`src/rtl/assert_macros.svh`:
```
// Assertion macros shared by the RTL of the CRSF frame receiver.
// No dependencies; SYNTH selects the empty forms for synthesis.
`ifndef ASSERT_MACROS_SVH
`define ASSERT_MACROS_SVH
`ifndef SYNTH
// Same-cycle implication, disabled while reset is asserted.
`define ASSERT_IMPLIES(label, clk, rst_n, ante, cons, msg) \
    label: assert property (@(posedge clk) disable iff (!rst_n) (ante) |-> (cons)) \
        else $error(msg);
// Next-cycle implication, disabled while reset is asserted.
`define ASSERT_NEXT(label, clk, rst_n, ante, cons, msg) \
    label: assert property (@(posedge clk) disable iff (!rst_n) (ante) |=> (cons)) \
        else $error(msg);
`else
`define ASSERT_IMPLIES(label, clk, rst_n, ante, cons, msg)
`define ASSERT_NEXT(label, clk, rst_n, ante, cons, msg)
`endif
`endif

```
`src/rtl/crsf_pkg.sv`:
```
// Package of the CRSF frame receiver: field widths, protocol constants
// and the result record. No dependencies.
package crsf_pkg;

    localparam int DATA_W                = 8;
    localparam int COUNT_W               = 6;
    localparam int KIND_W                = 2;
    localparam int INDEX_W               = 4;
    localparam int VALUE_W               = 11;
    localparam int FRAME_STORE_DEPTH_DEF = 32;
    localparam int RC_PAYLOAD_BYTES      = 22;

    localparam logic [DATA_W-1:0]  DEVICE_ADDR_RESET = 8'hC8;
    localparam logic [DATA_W-1:0]  CRC_POLY          = 8'hD5;
    localparam logic [DATA_W-1:0]  TYPE_STATS        = 8'h14;
    localparam logic [DATA_W-1:0]  TYPE_RC           = 8'h16;
    localparam logic [COUNT_W-1:0] LEN_RC            = 6'd24;
    localparam logic [COUNT_W-1:0] LEN_STATS         = 6'd12;
    localparam logic [INDEX_W-1:0] STATS_LAST_INDEX  = 4'd9;
    localparam logic [INDEX_W-1:0] RC_LAST_INDEX     = 4'd15;

    localparam logic [KIND_W-1:0] KIND_ERROR = 2'd0;
    localparam logic [KIND_W-1:0] KIND_STATS = 2'd1;
    localparam logic [KIND_W-1:0] KIND_RC    = 2'd2;

    typedef struct packed {
        logic [KIND_W-1:0]  frame_kind;
        logic [INDEX_W-1:0] item_index;
        logic [VALUE_W-1:0] item_value;
        logic               last_item;
        logic               link_up;
    } result_t;

endpackage

```
`src/rtl/crsf_ifs.sv`:
```
// Channel interfaces of the CRSF frame receiver: received bytes in, results out.
// Depends on crsf_pkg for the field widths.
interface crsf_rx_if
    import crsf_pkg::*;
();
    logic              valid;
    logic              ready;
    logic [DATA_W-1:0] rx_byte;

    modport source (output valid, output rx_byte, input ready);
    modport sink   (input valid, input rx_byte, output ready);
endinterface

interface crsf_res_if
    import crsf_pkg::*;
();
    logic               valid;
    logic               ready;
    logic [KIND_W-1:0]  frame_kind;
    logic [INDEX_W-1:0] item_index;
    logic [VALUE_W-1:0] item_value;
    logic               last_item;
    logic               link_up;

    modport source (output valid, output frame_kind, output item_index, output item_value,
                    output last_item, output link_up, input ready);
    modport sink   (input valid, input frame_kind, input item_index, input item_value,
                    input last_item, input link_up, output ready);
endinterface

```
`src/rtl/crsf_frame_receiver.sv`:
```
// Top level of the CRSF frame receiver: framing, bit-serial CRC-8 and
// bit-serial channel unpacking. Depends on crsf_pkg, crsf_ifs, crsf_ram, assert_macros.svh.
//
//   channel   | role   | payload                                        | transaction
//   ----------+--------+------------------------------------------------+--------------------
//   rx        | sink   | rx_byte                                        | valid && ready
//   res       | source | frame_kind item_index item_value last_item     | valid && ready
//             |        | link_up                                        |
//   cfg_wr_*  | write  | device_address                                 | cfg_wr_en
//
// Address and length bytes are checked but not stored. Each type and payload byte is
// stored and then passed through the one-bit-per-cycle CRC-8 register. After the final
// CRC byte, an RC frame is unpacked from its 22 stored bytes, each a RAM read plus 8 shift
// steps, into 16 output loads; a statistics frame gives one item per stored payload byte
// and a bad frame a single error item. No new byte is taken until that work is done.
// Reset is asynchronous and clears all control state; the frame store is not cleared.
// A stalled result waits in the output register while the unpacker prepares the next.
`include "assert_macros.svh"

module crsf_frame_receiver
    import crsf_pkg::*;
#(
    parameter int FRAME_STORE_DEPTH = FRAME_STORE_DEPTH_DEF
)
(
    input  logic              clk,
    input  logic              rst_n,
    input  logic              cfg_wr_en,
    input  logic [DATA_W-1:0] cfg_wr_data,
    crsf_rx_if.sink           rx,
    crsf_res_if.source        res
);

    localparam int STORE_AW = $clog2(FRAME_STORE_DEPTH);

    // Parser stage codes.
    localparam logic [1:0] PS_ADDR = 2'd0;
    localparam logic [1:0] PS_LEN  = 2'd1;
    localparam logic [1:0] PS_BODY = 2'd2;

    // Sequencer codes.
    localparam logic [2:0] ST_IDLE  = 3'd0;
    localparam logic [2:0] ST_CRC   = 3'd1;
    localparam logic [2:0] ST_FETCH = 3'd2;
    localparam logic [2:0] ST_LOAD  = 3'd3;
    localparam logic [2:0] ST_SHIFT = 3'd4;
    localparam logic [2:0] ST_PUT   = 3'd5;

    logic [DATA_W-1:0]   dev_addr_reg, dev_addr_next;
    logic [1:0]          parse_reg, parse_next;
    logic [COUNT_W-1:0]  count_reg, count_next;
    logic                is_rc_reg, is_rc_next;
    logic [DATA_W-1:0]   crc_reg, crc_next;
    logic [2:0]          crc_cnt_reg, crc_cnt_next;
    logic [DATA_W-1:0]   type_reg, type_next;
    logic                link_reg, link_next;
    logic [2:0]          seq_reg, seq_next;
    logic [KIND_W-1:0]   kind_reg, kind_next;
    logic [INDEX_W-1:0]  idx_reg, idx_next;
    logic [STORE_AW-1:0] rd_addr_reg, rd_addr_next;
    logic [DATA_W-1:0]   byte_sh_reg, byte_sh_next;
    logic [3:0]          bits_left_reg, bits_left_next;
    logic [VALUE_W-1:0]  chan_sh_reg, chan_sh_next;
    logic [3:0]          chan_bits_reg, chan_bits_next;
    logic                out_valid_reg, out_valid_next;
    result_t             out_reg, out_next;

    logic                rx_acc;
    logic                out_free;
    logic [COUNT_W-1:0]  count_plus;
    logic [COUNT_W-1:0]  frame_len;
    logic                frame_good;
    logic                put_last;
    logic [VALUE_W-1:0]  put_value;
    logic                ram_wr;
    logic                ram_rd;
    logic [DATA_W-1:0]   ram_rd_data;

    // The frame store holds type, payload and CRC bytes at their offset from the type byte.
    crsf_ram #(
        .WIDTH (DATA_W),
        .DEPTH (FRAME_STORE_DEPTH)
    ) u_store (
        .clk     (clk),
        .wr_en   (ram_wr),
        .wr_addr (count_reg[STORE_AW-1:0]),
        .wr_data (rx.rx_byte),
        .rd_en   (ram_rd),
        .rd_addr (rd_addr_reg),
        .rd_data (ram_rd_data)
    );

    assign rx.ready  = (seq_reg == ST_IDLE);
    assign rx_acc    = rx.valid && rx.ready;
    assign out_free  = !out_valid_reg || res.ready;
    assign ram_rd    = (seq_reg == ST_FETCH);

    assign count_plus = count_reg + COUNT_W'(1);
    assign frame_len  = is_rc_reg ? LEN_RC : LEN_STATS;

    // The final byte is the received CRC; it is compared with the running value, which
    // has already absorbed the type and payload bytes.
    assign frame_good = (rx.rx_byte == crc_reg) &&
                        (((type_reg == TYPE_STATS) && !is_rc_reg) ||
                         ((type_reg == TYPE_RC) && is_rc_reg));

    assign put_last = (kind_reg == KIND_ERROR) ||
                      ((kind_reg == KIND_STATS) && (idx_reg == STATS_LAST_INDEX)) ||
                      ((kind_reg == KIND_RC) && (idx_reg == RC_LAST_INDEX));

    always_comb
    begin
        unique case (kind_reg)
            KIND_STATS: put_value = VALUE_W'(byte_sh_reg);
            KIND_RC:    put_value = chan_sh_reg;
            default:    put_value = '0;
        endcase
    end

    always_comb
    begin
        dev_addr_next  = dev_addr_reg;
        parse_next     = parse_reg;
        count_next     = count_reg;
        is_rc_next     = is_rc_reg;
        crc_next       = crc_reg;
        crc_cnt_next   = crc_cnt_reg;
        type_next      = type_reg;
        link_next      = link_reg;
        seq_next       = seq_reg;
        kind_next      = kind_reg;
        idx_next       = idx_reg;
        rd_addr_next   = rd_addr_reg;
        byte_sh_next   = byte_sh_reg;
        bits_left_next = bits_left_reg;
        chan_sh_next   = chan_sh_reg;
        chan_bits_next = chan_bits_reg;
        out_next       = out_reg;
        out_valid_next = res.ready ? 1'b0 : out_valid_reg;
        ram_wr         = 1'b0;

        if (cfg_wr_en)
        begin
            dev_addr_next = cfg_wr_data;
        end

        unique case (seq_reg)
            ST_IDLE:
            begin
                if (rx_acc)
                begin
                    unique case (parse_reg)
                        PS_ADDR:
                        begin
                            count_next = '0;
                            if (rx.rx_byte == dev_addr_reg)
                            begin
                                parse_next = PS_LEN;
                            end
                        end
                        PS_LEN:
                        begin
                            count_next = '0;
                            crc_next   = '0;
                            if ((rx.rx_byte == DATA_W'(LEN_RC)) ||
                                (rx.rx_byte == DATA_W'(LEN_STATS)))
                            begin
                                is_rc_next = (rx.rx_byte == DATA_W'(LEN_RC));
                                parse_next = PS_BODY;
                            end
                            else
                            begin
                                // A bad length byte is dropped, not retried as an address.
                                parse_next = PS_ADDR;
                            end
                        end
                        PS_BODY:
                        begin
                            ram_wr     = 1'b1;
                            count_next = count_plus;
                            if (count_reg == '0)
                            begin
                                type_next = rx.rx_byte;
                            end
                            if (count_plus < frame_len)
                            begin
                                crc_next     = crc_reg ^ rx.rx_byte;
                                crc_cnt_next = 3'(DATA_W - 1);
                                seq_next     = ST_CRC;
                            end
                            else
                            begin
                                parse_next     = PS_ADDR;
                                count_next     = '0;
                                crc_next       = '0;
                                idx_next       = '0;
                                chan_bits_next = '0;
                                rd_addr_next   = STORE_AW'(1);
                                if (frame_good)
                                begin
                                    link_next = 1'b1;
                                    kind_next = is_rc_reg ? KIND_RC : KIND_STATS;
                                    seq_next  = ST_FETCH;
                                end
                                else
                                begin
                                    kind_next = KIND_ERROR;
                                    seq_next  = ST_PUT;
                                end
                            end
                        end
                        default:
                        begin
                            parse_next = PS_ADDR;
                            count_next = '0;
                        end
                    endcase
                end
            end
            ST_CRC:
            begin
                // One bit of the CRC-8 division per cycle, MSB first.
                if (crc_reg[DATA_W-1])
                begin
                    crc_next = {crc_reg[DATA_W-2:0], 1'b0} ^ CRC_POLY;
                end
                else
                begin
                    crc_next = {crc_reg[DATA_W-2:0], 1'b0};
                end
                crc_cnt_next = crc_cnt_reg - 3'd1;
                if (crc_cnt_reg == '0)
                begin
                    seq_next = ST_IDLE;
                end
            end
            ST_FETCH:
            begin
                seq_next = ST_LOAD;
            end
            ST_LOAD:
            begin
                byte_sh_next   = ram_rd_data;
                bits_left_next = 4'(DATA_W);
                seq_next       = (kind_reg == KIND_STATS) ? ST_PUT : ST_SHIFT;
            end
            ST_SHIFT:
            begin
                // Channels are packed LSB first; each bit enters at the top of the
                // channel register, so after eleven steps the first bit sits at bit 0.
                chan_sh_next   = {byte_sh_reg[0], chan_sh_reg[VALUE_W-1:1]};
                byte_sh_next   = {1'b0, byte_sh_reg[DATA_W-1:1]};
                bits_left_next = bits_left_reg - 4'd1;
                if (chan_bits_reg == 4'(VALUE_W - 1))
                begin
                    seq_next = ST_PUT;
                end
                else
                begin
                    chan_bits_next = chan_bits_reg + 4'd1;
                    if (bits_left_reg == 4'd1)
                    begin
                        rd_addr_next = rd_addr_reg + STORE_AW'(1);
                        seq_next     = ST_FETCH;
                    end
                end
            end
            ST_PUT:
            begin
                if (out_free)
                begin
                    out_valid_next      = 1'b1;
                    out_next.frame_kind = kind_reg;
                    out_next.item_index = idx_reg;
                    out_next.item_value = put_value;
                    out_next.last_item  = put_last;
                    out_next.link_up    = link_reg;
                    idx_next            = idx_reg + INDEX_W'(1);
                    chan_bits_next      = '0;
                    if (put_last)
                    begin
                        seq_next = ST_IDLE;
                    end
                    else if ((kind_reg == KIND_RC) && (bits_left_reg != '0))
                    begin
                        seq_next = ST_SHIFT;
                    end
                    else
                    begin
                        rd_addr_next = rd_addr_reg + STORE_AW'(1);
                        seq_next     = ST_FETCH;
                    end
                end
            end
            default:
            begin
                seq_next = ST_IDLE;
            end
        endcase
    end

    always_ff @(posedge clk or negedge rst_n)
    begin
        if (!rst_n)
        begin
            dev_addr_reg  <= DEVICE_ADDR_RESET;
            parse_reg     <= PS_ADDR;
            count_reg     <= '0;
            is_rc_reg     <= 1'b0;
            crc_reg       <= '0;
            crc_cnt_reg   <= '0;
            link_reg      <= 1'b0;
            seq_reg       <= ST_IDLE;
            kind_reg      <= KIND_ERROR;
            idx_reg       <= '0;
            rd_addr_reg   <= '0;
            bits_left_reg <= '0;
            chan_bits_reg <= '0;
            out_valid_reg <= 1'b0;
        end
        else
        begin
            dev_addr_reg  <= dev_addr_next;
            parse_reg     <= parse_next;
            count_reg     <= count_next;
            is_rc_reg     <= is_rc_next;
            crc_reg       <= crc_next;
            crc_cnt_reg   <= crc_cnt_next;
            link_reg      <= link_next;
            seq_reg       <= seq_next;
            kind_reg      <= kind_next;
            idx_reg       <= idx_next;
            rd_addr_reg   <= rd_addr_next;
            bits_left_reg <= bits_left_next;
            chan_bits_reg <= chan_bits_next;
            out_valid_reg <= out_valid_next;
        end
    end

    // Datapath registers need no reset.
    always_ff @(posedge clk)
    begin
        type_reg    <= type_next;
        byte_sh_reg <= byte_sh_next;
        chan_sh_reg <= chan_sh_next;
        out_reg     <= out_next;
    end

    assign res.valid      = out_valid_reg;
    assign res.frame_kind = out_reg.frame_kind;
    assign res.item_index = out_reg.item_index;
    assign res.item_value = out_reg.item_value;
    assign res.last_item  = out_reg.last_item;
    assign res.link_up    = out_reg.link_up;

    // A decoded frame has always raised the link flag before its first result.
    `ASSERT_IMPLIES(a_good_frame_link, clk, rst_n, res.valid && (res.frame_kind != KIND_ERROR), res.link_up, "decoded frame result without link_up")
    // An error is a single item with index and value zero.
    `ASSERT_IMPLIES(a_error_shape, clk, rst_n, res.valid && (res.frame_kind == KIND_ERROR), (res.item_index == '0) && (res.item_value == '0) && res.last_item, "malformed error item")
    // The unpacker only reads payload bytes of the store.
    `ASSERT_IMPLIES(a_fetch_range, clk, rst_n, seq_reg == ST_FETCH, (rd_addr_reg >= STORE_AW'(1)) && (rd_addr_reg <= STORE_AW'(RC_PAYLOAD_BYTES)), "store read outside the payload")
    // A result prepared while the output is free appears in the next cycle.
    `ASSERT_NEXT(a_put_lands, clk, rst_n, (seq_reg == ST_PUT) && out_free, res.valid, "prepared result was lost")

endmodule

```
`src/rtl/crsf_ram.sv`:
```
// Generic simple dual-port RAM, one write and one registered read per cycle.
// No dependencies.
module crsf_ram
#(
    parameter int WIDTH  = 8,
    parameter int DEPTH  = 32,
    localparam int ADDR_W = $clog2(DEPTH)
)
(
    input  logic              clk,
    input  logic              wr_en,
    input  logic [ADDR_W-1:0] wr_addr,
    input  logic [WIDTH-1:0]  wr_data,
    input  logic              rd_en,
    input  logic [ADDR_W-1:0] rd_addr,
    output logic [WIDTH-1:0]  rd_data
);

    logic [WIDTH-1:0] mem [DEPTH];

    always_ff @(posedge clk)
    begin
        if (wr_en)
        begin
            mem[wr_addr] <= wr_data;
        end
        if (rd_en)
        begin
            rd_data <= mem[rd_addr];
        end
    end

endmodule
```
`src/flat_wrapper.sv`:
```
// flat-port wrapper written by rule: the top's interface ports become plain ports
module crsf_frame_receiver_flat import crsf_pkg::*;
#(
    parameter int FRAME_STORE_DEPTH = FRAME_STORE_DEPTH_DEF
)
  (clk, rst_n, cfg_wr_en, cfg_wr_data, rx_valid, rx_rx_byte, rx_ready, res_valid, res_frame_kind, res_item_index, res_item_value, res_last_item, res_link_up, res_ready);
  crsf_rx_if rx_i ();
  crsf_res_if res_i ();
  input  logic clk;
  input  logic rst_n;
  input  logic cfg_wr_en;
  input  logic [DATA_W-1:0] cfg_wr_data;
  input wire logic [$bits(rx_i.valid)-1:0] rx_valid;
  input wire logic [$bits(rx_i.rx_byte)-1:0] rx_rx_byte;
  output wire logic [$bits(rx_i.ready)-1:0] rx_ready;
  output wire logic [$bits(res_i.valid)-1:0] res_valid;
  output wire logic [$bits(res_i.frame_kind)-1:0] res_frame_kind;
  output wire logic [$bits(res_i.item_index)-1:0] res_item_index;
  output wire logic [$bits(res_i.item_value)-1:0] res_item_value;
  output wire logic [$bits(res_i.last_item)-1:0] res_last_item;
  output wire logic [$bits(res_i.link_up)-1:0] res_link_up;
  input wire logic [$bits(res_i.ready)-1:0] res_ready;
  assign rx_i.valid = rx_valid;
  assign rx_i.rx_byte = rx_rx_byte;
  assign rx_ready = rx_i.ready;
  assign res_valid = res_i.valid;
  assign res_frame_kind = res_i.frame_kind;
  assign res_item_index = res_i.item_index;
  assign res_item_value = res_i.item_value;
  assign res_last_item = res_i.last_item;
  assign res_link_up = res_i.link_up;
  assign res_i.ready = res_ready;
  crsf_frame_receiver #(.FRAME_STORE_DEPTH(FRAME_STORE_DEPTH)) u_core (.clk(clk), .rst_n(rst_n), .cfg_wr_en(cfg_wr_en), .cfg_wr_data(cfg_wr_data), .rx(rx_i), .res(res_i));
endmodule
```
`config.mk`:
```
export PLATFORM = sky130hd
export DESIGN_NAME = crsf_frame_receiver_flat
export DESIGN_NICKNAME = d
export VERILOG_FILES = /design/src/rtl/crsf_pkg.sv /design/src/rtl/crsf_ifs.sv /design/src/rtl/crsf_frame_receiver.sv /design/src/rtl/crsf_ram.sv /design/src/flat_wrapper.sv
export VERILOG_INCLUDE_DIRS = /design/src /design/src/rtl
export SDC_FILE = /design/constraint.sdc
export NUM_CORES = 1
export LEC_CHECK = 0
export ABC_AREA = 0
export BUFFER_PORTS_ARGS = -buffer_cell sky130_fd_sc_hd__buf_2
export CORE_MARGIN = 2
export CORE_UTILIZATION = 55
export CTS_BUF_LIST = sky130_fd_sc_hd__clkbuf_4 sky130_fd_sc_hd__clkbuf_8 sky130_fd_sc_hd__clkbuf_16
export DETAILED_ROUTE_END_ITERATION = 7
export PLACE_DENSITY = 0.68
export SYNTH_ARGS = -nofsm -noshare
export SYNTH_HDL_FRONTEND = slang
export SYNTH_SLANG_ARGS = --single-unit
```
`constraint.sdc`:
```
create_clock -name clk -period 3.1 [get_ports clk]
set_clock_uncertainty 0.15 [all_clocks]
set_input_delay 0.62 -clock clk [delete_from_list [all_inputs] [get_ports clk]]
set_output_delay 0.62 -clock clk [all_outputs]
set_load 0.05 [all_outputs]
```
* Word-level counts from Yosys, hierarchy flattened
Memories as Yosys holds them, arrays and structs flattened. A register that Yosys moved wholly into a read port is not among the register bits. Cells that the tools add are included. W data, S select, Z words.
Cells by class: add/sub/neg operators 6, reductions and logical operators 37, multiplexer cells 58, bitwise operators 3, equal/unequal tests 33, magnitude comparators 1
Operator list (count):
- $pmux W8 S2 | 3
- $mux W5 | 9
- $mux W3 | 13
- $eq A8 B5 Y1 const B | 3
- $mux W4 | 6
- $mux W8 | 3
- $pmux W11 S2 | 1
- $reduce_and A4 Y1 | 5
- $pmux W3 S6 | 1
- $eq A8 B8 Y1 | 2
- $ne A2 B2 Y1 const B | 8
- $pmux W4 S2 | 2
- $pmux W5 S3 | 1
- $reduce_and A5 Y1 | 3
- $eq A4 B4 Y1 const B | 3
- $mux W6 | 2
- $pmux W4 S3 | 1
- $mux W2 | 5
- $mux W1 | 9
- $reduce_and A9 Y1 | 1
- $add A4 B1 Y4 const B | 2
- $eq A8 B4 Y1 const B | 1
- $ne A2 B1 Y1 const B | 4
- $xor A8 B8 Y8 | 1
- other kinds (29) | 49
Storage, ports and cells: bits in registers 98, memories kept 1, output and inout port bits 21, RAM bits 256, input bits 21, word-level logic and storage cells 161
Memories:
- u_core.u_store.mem | depth 32, bits a word 8, rd ports 1, clocked after memory_dff 1, write ports 1, RTL line crsf_ram.sv:19 | logic [WIDTH-1:0] mem [DEPTH];

* Longest topological paths before layout
depth in word-level cells 9, depth in mapped cells 11

* By module
From an unflattened synthesis, not the netlist that was laid out.
Unflattened totals: cells, all modules 843, area total of the unflattened synthesis 15000.6 µm²
By module, submodules not included:
- crsf_ram | times used 1, cells an instance 417, area an instance 10133.5 µm², sequential area each 7927.6 µm²
- crsf_frame_receiver | times used 1, cells an instance 426, area an instance 4867.2 µm², sequential area each 2686.3 µm²

* Least setup slack after synthesis
No wires, ideal clock.
path kind reg-to-reg, from register u_core.count_reg[0], to register u_core.count_reg[2], stages on the path, launching flop included 12, library setup time 0.082 ns, arrival 2.575 ns, slack 0.293 ns, cells stage by stage dfrtp_1 > ha_1 > nand3_1 > xnor2_1 > ha_1 > a211o_1 > a211oi_2 > or3_1 > buf_2 > nand2_1 > or2_1 > a31oi_1
Between the ends: word-level cells in the longest chain between the ends 4
RTL lines:
- start, declared | RTL line crsf_frame_receiver.sv:51 | logic [COUNT_W-1:0] count_reg, count_next;
- start signal, assigned | RTL line crsf_frame_receiver.sv:325 | count_reg <= count_next;
- $add A6 B1 Y6 (*) | RTL line crsf_frame_receiver.sv:98 | assign count_plus = count_reg + COUNT_W'(1);
- $lt A6 B6 Y1 | RTL line crsf_frame_receiver.sv:185 | if (count_plus < frame_len)
- $mux W6 (*) | RTL line crsf_frame_receiver.sv:185
- $mux W6 (*) | RTL line crsf_frame_receiver.sv:152 | unique case (parse_reg)
Every way passes the cells marked *; elsewhere a longest branch is shown, timed or not. A chain may end at the register's enable or synchronous reset.

* Final worst setup path
from register u_core.count_reg[1], to register u_core.crc_reg[3]
Between the ends: word-level cells in the longest chain between the ends 6
RTL lines:
- $add A6 B1 Y6 | RTL line crsf_frame_receiver.sv:98
- $lt A6 B6 Y1 | RTL line crsf_frame_receiver.sv:185
- $mux W8 | RTL line crsf_frame_receiver.sv:185
- $pmux W8 S2 | RTL line crsf_frame_receiver.sv:152
- $mux W8 | RTL line crsf_frame_receiver.sv:150 | if (rx_acc)
- $pmux W8 S2 | RTL line crsf_frame_receiver.sv:147 | unique case (seq_reg)
- end signal, assigned | RTL line crsf_frame_receiver.sv:327 | crc_reg <= crc_next;
- end, declared | RTL line crsf_frame_receiver.sv:53 | logic [DATA_W-1:0] crc_reg, crc_next;
No other way between the ends. The select of a mux whose other input is x is not followed.

==> run metrics <==
Final setup viols 0; drt total wl just over 30000 um; Post-synth EDFFs 310; Tot Pwr 0.0138 W; core area 26900 sq um; post-layout util 0.644; initial antenna violation count 2; # fillers 1865; 1st-iter DRT viols 710; P&R area growth vs syn 15.6%; status completed; max-cap violations 0; clock latency on the worst-skew pair 0.53 ns; total length of routed met2 wires 15300 um; Critical R2R Launch u_core.count_reg[1]; fraction of registers with async set/reset 0.144; RSZ-0062 raised after global routing false; Pwr Density 799 nW/um^2; total clock buffers created by CTS 38; hold crit path type in -> reg; final hold vios 0; hold depth 2; Min Hold Slack 0.184 ns; Overflow after GRT 0; top cell types by occurrence after synthesis edfxtp_1, mux4_2, nand2_1; Synth Warn # 0; share of the synthesized area in the top cell type 0.621; Slew HR 0.431; die width 169 um; FMAX 0.342 GHz; most frequent cell after synthesis edfxtp_1; drt drc 0; CP Capture Type register; Metal-1 WL 13200 um; GPL Wtd Cong around 0.86; Rows 60; vias in the first global route slightly above 8000; crit path from u_core.count_reg[1]; number of synthesized register bits 362; ranking of synthesized cells by area edfxtp_1, mux4_2, dfrtp_1; first-pass GRT wire length around 48000 um; PortBufs 41; Final period util 0.943; non-filler instance count after layout around 1300; WL per Instance 23.3 um; DR WL met3 approximately 1700 um; clock sinks around 360; Critical Path RT 3.41 ns; vias 8009; Total Routing Usage GR 0.223; ANT nets after route 0; # placed instances 1254; pin count of the biggest net entering global routing 65; Worst setup SP type register; Setup TNS 0 ns; final slew viol count 0; Unique masters post-synth 68; CP max-delay cell dfrtp_2; share of layout cells above drive strength 1 0.288; initial core utilization 0.557; post-synth top area cell edfxtp_1; die area 28600 sq um; Clock transition at path regs 0.06 ns; hpwl dp slightly above 20000 um; Peak supply drop 0.000479 V; Ports 42; die height 169 um; highest routed layer met5; clk root buf clkbuf_16; synthesized instance count 848; Leak 6.03 nW; Register-to-Register Path Depth 11; critical-path cell list ha_1, nand3_1, xnor2_2, ha_4, a211o_1, a211oi_4, o311ai_4, nor4_4, buf_4, and3b_1, a221o_1; Most used DFF post-synth edfxtp_1; First-pass DRT Iterations 5; Largest register FFs 256; CTS max path bufs 3; synthesized area per cell 17.7 sq um; crit path max fanout 8; nets approximately 1000; hold_sp cfg_wr_data[4]; Syn Nets 890; critical path class reg -> reg; sequential element share of the synthesized area 0.709; Via density 6.03; Period minus WS final between 2 and 3 ns; H-Tree Depth 2; CP max stage delay 0.40 ns; synthesized cell area around 15000 sq um; CP Data Arrival Time 3.23 ns; Slew @ Worst Pin 0.854 ns; CTS tree built
==> cells in the final DEF, fill, tap and decap left out, drive strengths merged, types with 5 or more instances in the layout <==
master / count
a21oi: 14
mux4: 80
inv: 23
o21ai: 23
or3: 9
xnor2: 5
nand3b: 9
nor3: 5
dfrtp: 49
ha: 21
nand2: 58
nor2: 55
nand3: 10
clkbuf: 47
a22oi: 9
clkinv: 17
buf: 105
nand2b: 6
nor2b: 10
xor2: 23
edfxtp: 310
mux2: 18
==> layer usage <==
metal	vias up	GRT usage
li1	3557	-
met1	4134	0.302
met2	260	0.372
met3	56	0.0386
met4	2	0.0721
met5	-	0
==> kinds of logic (layout without fill, tap and decap cells) <==
family | after synthesis | in the layout | synth area share
adders and majority gates | 21 | 21 | 0.0175
and+or+nand+nor | 194 | 194 | 0.0661
other | 0 | 1 | 0
AOI/OAI and AO/OA | 84 | 84 | 0.0392
buffers and inverters | 59 | 197 | 0.0171
xor gates and xnor gates | 28 | 28 | 0.0164
muxes | 100 | 100 | 0.135
DFF | 362 | 362 | 0.709
==> metrics by stage <==
stage | area [sq um] | setup WS (ns)
2_1_floorplan | 15000 | 0.293
3_3_place_gp | 16000 | 0.267
3_5_place_dp | 16000 | 0.129
4_1_cts | 17200 | 0.0877
5_1_grt | 17300 | 0.00492
6_report | 17300 | 0.177
==> path summary, 6_finish.rpt <==
check                      slack [ns]                endpoint
max                              0.18       u_core.crc_reg[3]
min                              0.18  u_core.dev_addr_reg[4]
max reg2reg                      0.18       u_core.crc_reg[3]
min reg2reg                      0.31   u_core.chan_sh_reg[9]
max in group asynchronous        1.58  u_core.dev_addr_reg[6]
min in group asynchronous        0.38       u_core.idx_reg[2]
==> cell type report <==
type,instances,area [sq um],area share
diodes,1,2.50,0.000145
multi-input cells,427,4160,0.240
inverters,21,78.8,0.00455
well taps,341,427,0.0246
clock buffers,47,1040,0.0602
flip-flops and latches,362,10600,0.613
repair buffers,106,758,0.0438
clock inverters,23,226,0.0131
==> what timing repair did <==
item                       in CTS  in global routing
setup endpoints to repair       0                 16
buffers inserted                0                  2
gates resized for setup         0                  7
hold buffers                    1                  0
hold endpoints to repair       14                  0
==> where the power goes <==
group | total (W) | internal, W | switching (W)
logic | 0.00318 | 0.00140 | 0.00178
registers | 0.00610 | 0.00577 | 0.000336
clock network | 0.00456 | 0.00274 | 0.00182
==> critical path, delay by kind of cell, from the launching register on <==
kind | cells | cell delay (ns)
flip-flops | 1 | 0.40
XOR/XNOR | 1 | 0.22
AO/OA/AOI/OAI | 4 | 0.92
adder cells (fa/ha/maj) | 2 | 0.43
AND/OR/NAND/NOR | 3 | 0.55
buffers and inverters | 1 | 0.19
Power figures use the tool's default switching activity.
